==> src/hw/rtl/obb_sat_pkg.sv <==
// ----------------------------------------------------------------------------
// obb_sat_pkg
// Shared constants and types for the oriented-box separating axis test.
// ----------------------------------------------------------------------------
`default_nettype none

package obb_sat_pkg;

  // Default coordinate width (signed Q12.4)
  localparam int COORD_WIDTH_DEFAULT = 16;

  // Control word from the sequencer to each axis lane
  typedef struct packed {
    logic load_axis;  // build the edge normal from the corners at both ends of the edge
    logic issue;      // project the presented corner pair this cycle
    logic first;      // first corner pair of a test: restart min/max
  } lane_ctrl_t;

endpackage

`default_nettype wire

==> src/hw/rtl/obb_sat_lane.sv <==
// ----------------------------------------------------------------------------
// obb_sat_lane
// One candidate axis: builds the edge normal, projects one corner of each box
// per step through a two-stage multiply/add pipe and tracks the projected
// interval of both boxes. Flags separation when the intervals have a gap.
// ----------------------------------------------------------------------------
`default_nettype none

module obb_sat_lane #(
  parameter int COORD_WIDTH = obb_sat_pkg::COORD_WIDTH_DEFAULT
) (
  input  wire                          clk,
  input  wire                          rst,
  input  obb_sat_pkg::lane_ctrl_t      ctrl,
  input  wire signed [COORD_WIDTH-1:0] p0_x,
  input  wire signed [COORD_WIDTH-1:0] p0_y,
  input  wire signed [COORD_WIDTH-1:0] p1_x,
  input  wire signed [COORD_WIDTH-1:0] p1_y,
  input  wire signed [COORD_WIDTH-1:0] ca_x,
  input  wire signed [COORD_WIDTH-1:0] ca_y,
  input  wire signed [COORD_WIDTH-1:0] cb_x,
  input  wire signed [COORD_WIDTH-1:0] cb_y,
  output logic                         sep
);

  localparam int NW = COORD_WIDTH + 1;     // edge / normal component
  localparam int PW = 2 * COORD_WIDTH + 1; // one product
  localparam int SW = 2 * COORD_WIDTH + 2; // dot product

  logic signed [NW-1:0] ex;
  logic signed [NW-1:0] ey;
  logic signed [NW-1:0] nx;
  logic signed [NW-1:0] ny;
  logic signed [PW-1:0] pax;
  logic signed [PW-1:0] pay;
  logic signed [PW-1:0] pbx;
  logic signed [PW-1:0] pby;
  logic signed [SW-1:0] proj_a;
  logic signed [SW-1:0] proj_b;
  logic signed [SW-1:0] amin;
  logic signed [SW-1:0] amax;
  logic signed [SW-1:0] bmin;
  logic signed [SW-1:0] bmax;
  logic                 v1;
  logic                 f1;
  logic                 v2;
  logic                 f2;

  // Edge vector from corner 0 to the neighbor corner
  assign ex = NW'(p1_x) - NW'(p0_x);
  assign ey = NW'(p1_y) - NW'(p0_y);

  // Latch the perpendicular; a zero-length edge falls back to the x axis
  always_ff @(posedge clk) begin
    if (ctrl.load_axis) begin
      if (ex == '0 && ey == '0) begin
        nx <= NW'(1);
        ny <= '0;
      end else begin
        nx <= -ey;
        ny <= ex;
      end
    end
  end

  // Pipe control: product stage, then sum stage
  always_ff @(posedge clk) begin
    if (rst) begin
      v1 <= 1'b0;
      f1 <= 1'b0;
      v2 <= 1'b0;
      f2 <= 1'b0;
    end else begin
      v1 <= ctrl.issue;
      f1 <= ctrl.first;
      v2 <= v1;
      f2 <= f1;
    end
  end

  // Multiply corner coordinates by the normal
  always_ff @(posedge clk) begin
    pax <= PW'(ca_x) * PW'(nx);
    pay <= PW'(ca_y) * PW'(ny);
    pbx <= PW'(cb_x) * PW'(nx);
    pby <= PW'(cb_y) * PW'(ny);
  end

  // Add the partial products
  always_ff @(posedge clk) begin
    proj_a <= SW'(pax) + SW'(pay);
    proj_b <= SW'(pbx) + SW'(pby);
  end

  // Track the projected interval of each box
  always_ff @(posedge clk) begin
    if (v2) begin
      if (f2) begin
        amin <= proj_a;
        amax <= proj_a;
        bmin <= proj_b;
        bmax <= proj_b;
      end else begin
        if (proj_a < amin) amin <= proj_a;
        if (proj_a > amax) amax <= proj_a;
        if (proj_b < bmin) bmin <= proj_b;
        if (proj_b > bmax) bmax <= proj_b;
      end
    end
  end

  // Separated only on a strict gap
  assign sep = (amax < bmin) || (bmax < amin);

endmodule

`default_nettype wire

==> config.mk <==
export PLATFORM = sky130hd
export DESIGN_NAME = obb_sat_lane
export DESIGN_NICKNAME = d
export VERILOG_FILES = /design/src/hw/rtl/obb_sat_pkg.sv /design/src/hw/rtl/obb_sat_lane.sv
export SDC_FILE = /design/constraint.sdc
export NUM_CORES = 2
export LEC_CHECK = 0
export ABC_AREA = 1
export BUFFER_PORTS_ARGS = -buffer_cell sky130_fd_sc_hd__buf_2
export CAP_MARGIN = 5
export CORE_MARGIN = 5
export CORE_UTILIZATION = 56
export DETAILED_ROUTE_END_ITERATION = 7
export PLACE_DENSITY = 0.72
export SLEW_MARGIN = 20
export SYNTH_ARGS = -nofsm -noshare
export SYNTH_HDL_FRONTEND = slang
export SYNTH_SLANG_ARGS = --single-unit
export TNS_END_PERCENT = 100
==> constraint.sdc <==
create_clock -name clk -period 14.9 [get_ports clk]
set_clock_uncertainty 0.2 [all_clocks]
set_input_delay 2.235 -clock clk [delete_from_list [all_inputs] [get_ports clk]]
set_output_delay 2.235 -clock clk [all_outputs]
set_load 0.03 [all_outputs]
==> results.rst <==
.. list-table::
   :header-rows: 1

   * - Metric
     - Value
   * - Post-cts hold buffer count
     - 0
   * - Min-delay worst type
     - flip-flop to flip-flop
   * - IO Count
     - 134
   * - Max clock buf depth
     - 3
   * - Overall Global Routing Usage
     - 28.1%
   * - Cell type group with the largest total delay on the critical path
     - adder cells
   * - Overall die area
     - 0.119 mm^2
   * - Cell chain of the critical path
     - buf_2 -> nand2_1 -> inv_1 -> fa_1 -> fa_1 -> fa_1 -> fa_1 -> fa_1 -> inv_1 -> fa_1 -> inv_1 -> ha_1 -> nand2_1 -> nor2_1 -> inv_1 -> nor3_1 -> nand4_1 -> nand2_1 -> xor2_1
   * - Number of cells traversed by the worst hold path
     - 2
   * - Die height
     - 346 um
   * - Startpoint of the most critical hold path
     - f1
   * - Slew Limit Fails
     - 0
   * - Post-synthesis simple-gate area fraction
     - 14.6%
   * - Commonest register cell after synthesis
     - dfxtp_1
   * - TritonCTS clock tree
     - built
   * - Proportion of layout cells with a drive suffix above 1
     - 3.58%
   * - H-Tree Level Count
     - 2
   * - Number of antenna violations at the first check in global routing
     - 8
   * - Combined buffer and inverter count along the critical path
     - 5
   * - Period Utilization, post-route
     - 51.1%
   * - Total wirelength of the detailed-routed design
     - 165000 um
   * - Critical path class
     - primary input to flip-flop
   * - Global-route wire length before repair
     - 270000 um
   * - Slew HR
     - 44.5%
   * - Yosys reg bits
     - 374
   * - Total of fill cells in the finished design
     - 9974
   * - Most frequent cells after synthesis
     - inv_1, nand2_1, fa_1
   * - Core ar.
     - 0.112 mm^2
   * - Post-layout nets
     - 9552
   * - Yosys warnings
     - 0
   * - Transition time at the pin with the least slew margin
     - 0.833 ns
   * - Cell type with the highest occurrence count on the critical path
     - fa_1
   * - Count of flip-flops with a built-in enable after synthesis
     - 170
   * - Cells on worst reg2reg path
     - 19
   * - Number of DRC violations after detailed-routing iteration 0
     - 3452
   * - Combined area of all synthesized cells
     - 0.0631 mm^2
   * - Largest net degree at the start of global routing
     - 35
   * - Number of setup violations in the final report
     - 0
   * - Vias in the first global route
     - 52100
   * - Largest stage delay on the critical path
     - 0.90 ns
   * - Critical register-to-register path endpoint
     - pax[27]
   * - Dominant combinational cell family by area after synthesis
     - adder cells
   * - Worst-case register-to-register setup slack
     - 8.39 ns
   * - Kind of end point of the critical path
     - flip-flop
   * - Cell count after synthesis
     - 7686
   * - Chip Width
     - 346 um
   * - Total of max-cap violations
     - 0
   * - Area growth from synthesis to layout
     - 5.61%
   * - Total gr overflow
     - 0
   * - Starting Density
     - 56.2%
   * - # resized after CTS
     - 0
   * - Sequential cell area fraction in the yosys report
     - 14.6%
   * - Peak clock frequency supported by timing
     - 131 MHz
   * - Worst endpoint data arrival time
     - 7.92 ns
   * - Final Critical Period
     - 7.61 ns
   * - Number of sinks handled by clock tree synthesis
     - 374
   * - Largest area contributor in the netlist
     - fa_1
   * - Number of vias after detailed routing
     - 48700
   * - Detailed Place HPWL
     - 135000 um
   * - Largest cells by area after synthesis
     - fa_1, inv_1, ha_1
   * - Number of optimization iterations in the first detailed-route pass
     - 6
   * - Post-route ant nets
     - 0
   * - Setup TNS
     - 0 ns
   * - Number of buffers inserted during clock tree synthesis
     - 44
   * - RSZ-0062 raised after global routing
     - no
   * - Clock root buffer
     - clkbuf_16
   * - Clock transition at the register clock pins on the worst setup and hold paths after CTS
     - 0.06 ns
   * - Number of distinct library cells after synthesis
     - 49
   * - Post-synthesis share of cell area spent on full adders, half adders and majority gates
     - 47.8%
   * - Area fraction of the dominant cell type after synthesis
     - 35.2%
   * - Required time worst endpoint
     - 15.21 ns
   * - Clock insertion delay at the later pin of the skew report
     - 0.62 ns
   * - Portion of netlist area occupied by mux cells
     - 0%
   * - Highest net fanout along the worst path
     - 17
   * - Global placer's final weighted congestion
     - 0.957
   * - Critical Path Slowest Stage Cell
     - fa_1
   * - Mapped Nets
     - 9563
   * - Routed wire length per instance
     - 17.9 um
   * - End point of the most critical hold path
     - f2
   * - Post-detailed-route via-to-cell ratio
     - 5.29
   * - Number of cell rows
     - 123
   * - Residual DRC
     - 0
   * - Fraction of synthesized cell area in xor and xnor cells
     - 2.94%
   * - Outcome
     - completed
   * - Share of the synthesized area in compound gates (AO/OA/AOI/OAI)
     - 5.74%
   * - Final hold vios
     - 0
   * - Startpoint class of the critical path
     - primary input
   * - Number of buffers added on ports
     - 133
   * - Post-CTS setup-driven buffer insertion count
     - 0
   * - Asr flop ratio synth
     - 0%
   * - RR Startpoint
     - nx[15]
   * - Syn_area_per_cell
     - 8.21 um^2
   * - Most numerous cell in the Yosys netlist
     - inv_1
[how the worst max path moves through the flow]
stage / startpoint / end / slack (ns) / cells after the start
6_report: cb_x[1] / pbx[28] / 7.29 / 19
5_1_grt: cb_x[1] / pbx[30] / 6.82 / 18
4_1_cts: cb_y[1] / pby[32] / 7.30 / 20
3_5_place_dp: cb_y[1] / pby[32] / 6.63 / 20
3_3_place_gp: cb_x[7] / pbx[24] / 6.72 / 22
2_1_floorplan: ca_y[6] / pay[29] / 7.12 / 21
[cells in the final DEF (no fill, tap or decap), drive strengths merged, types with 154 or more instances in the layout]
master  instances
nand2        1729
o21ai         154
buf           171
edfxtp        170
inv          2193
nor2          299
a21oi         322
ha            636
dfxtp         204
fa           1108
[metrics by stage]
stage               hold slack (ns)  worst slack (ns)  std cells  util (%)  cell area (um^2)
floorplan                     0.188              7.12       7686         -             63100
global route                  0.240              6.82       9212      59.4             66600
CTS                           0.213              7.30       9211      59.4             66600
finish                        0.213              7.29       9214      59.4             66600
detailed placement            0.199              6.63       9129      58.0             65100
global placement              0.199              6.72       9129      58.0             65100
[cell type report]
cell class | instances | area, um^2 | share of cell area [%]
Multi-Input combinational cell | 4897 | 44900 | 67.3
Sequential cell | 374 | 9190 | 13.8
Tap cell | 1500 | 1880 | 2.82
Timing Repair Buffer | 171 | 951 | 1.43
Inverter | 2187 | 8210 | 12.3
Clock inverter | 24 | 279 | 0.419
Antenna cell | 3 | 7.51 | 0.0113
Clock buffer | 58 | 1250 | 1.87
[sequential cells by signal, indices dropped and copies added, names as in the netlist]
name	flops
nx	17
f1	1
pax	33
amax	34
v2	1
ny	17
proj_b	34
bmin	34
v1	1
amin	34
proj_a	34
pbx	33
pay	33
bmax	34
f2	1
pby	33
[routing by layer]
layer | part of all wire (%) | wire length (um) | GRT usage, %
met2 | 47 | 77800 | 47.4
met1 | 42 | 68800 | 37.9
met4 | 3.0 | 5000 | 8.00
met3 | 7.9 | 13100 | 4.50
met5 | 0.019 | 32 | 0
[logic make-up after synthesis]
group / after synthesis
buffers and inverters: 2415
and+or+nand+nor: 2305
adders and majority gates: 1744
DFF: 374
AOI/OAI and AO/OA: 637
xor gates and xnor gates: 211
[worst register-to-register path, cell delays in order, from the launching register on]
cell      delay (ns)
edfxtp_1        0.70
buf_4           0.40
nand2_1         0.16
fa_1            0.55
fa_1            0.52
fa_1            0.52
inv_1           0.06
fa_1            0.50
fa_1            0.50
inv_1           0.05
fa_1            0.52
inv_1           0.05
ha_1            0.37
a21oi_1         0.27
o21ai_0         0.13
a21oi_1         0.24
nand3_1         0.17
a21o_1          0.22
a21oi_1         0.16
xnor2_1         0.15
Power is left out: the tool's default activity adds up to more than one toggle a clock period on the data nets, which glitch-free logic cannot reach.
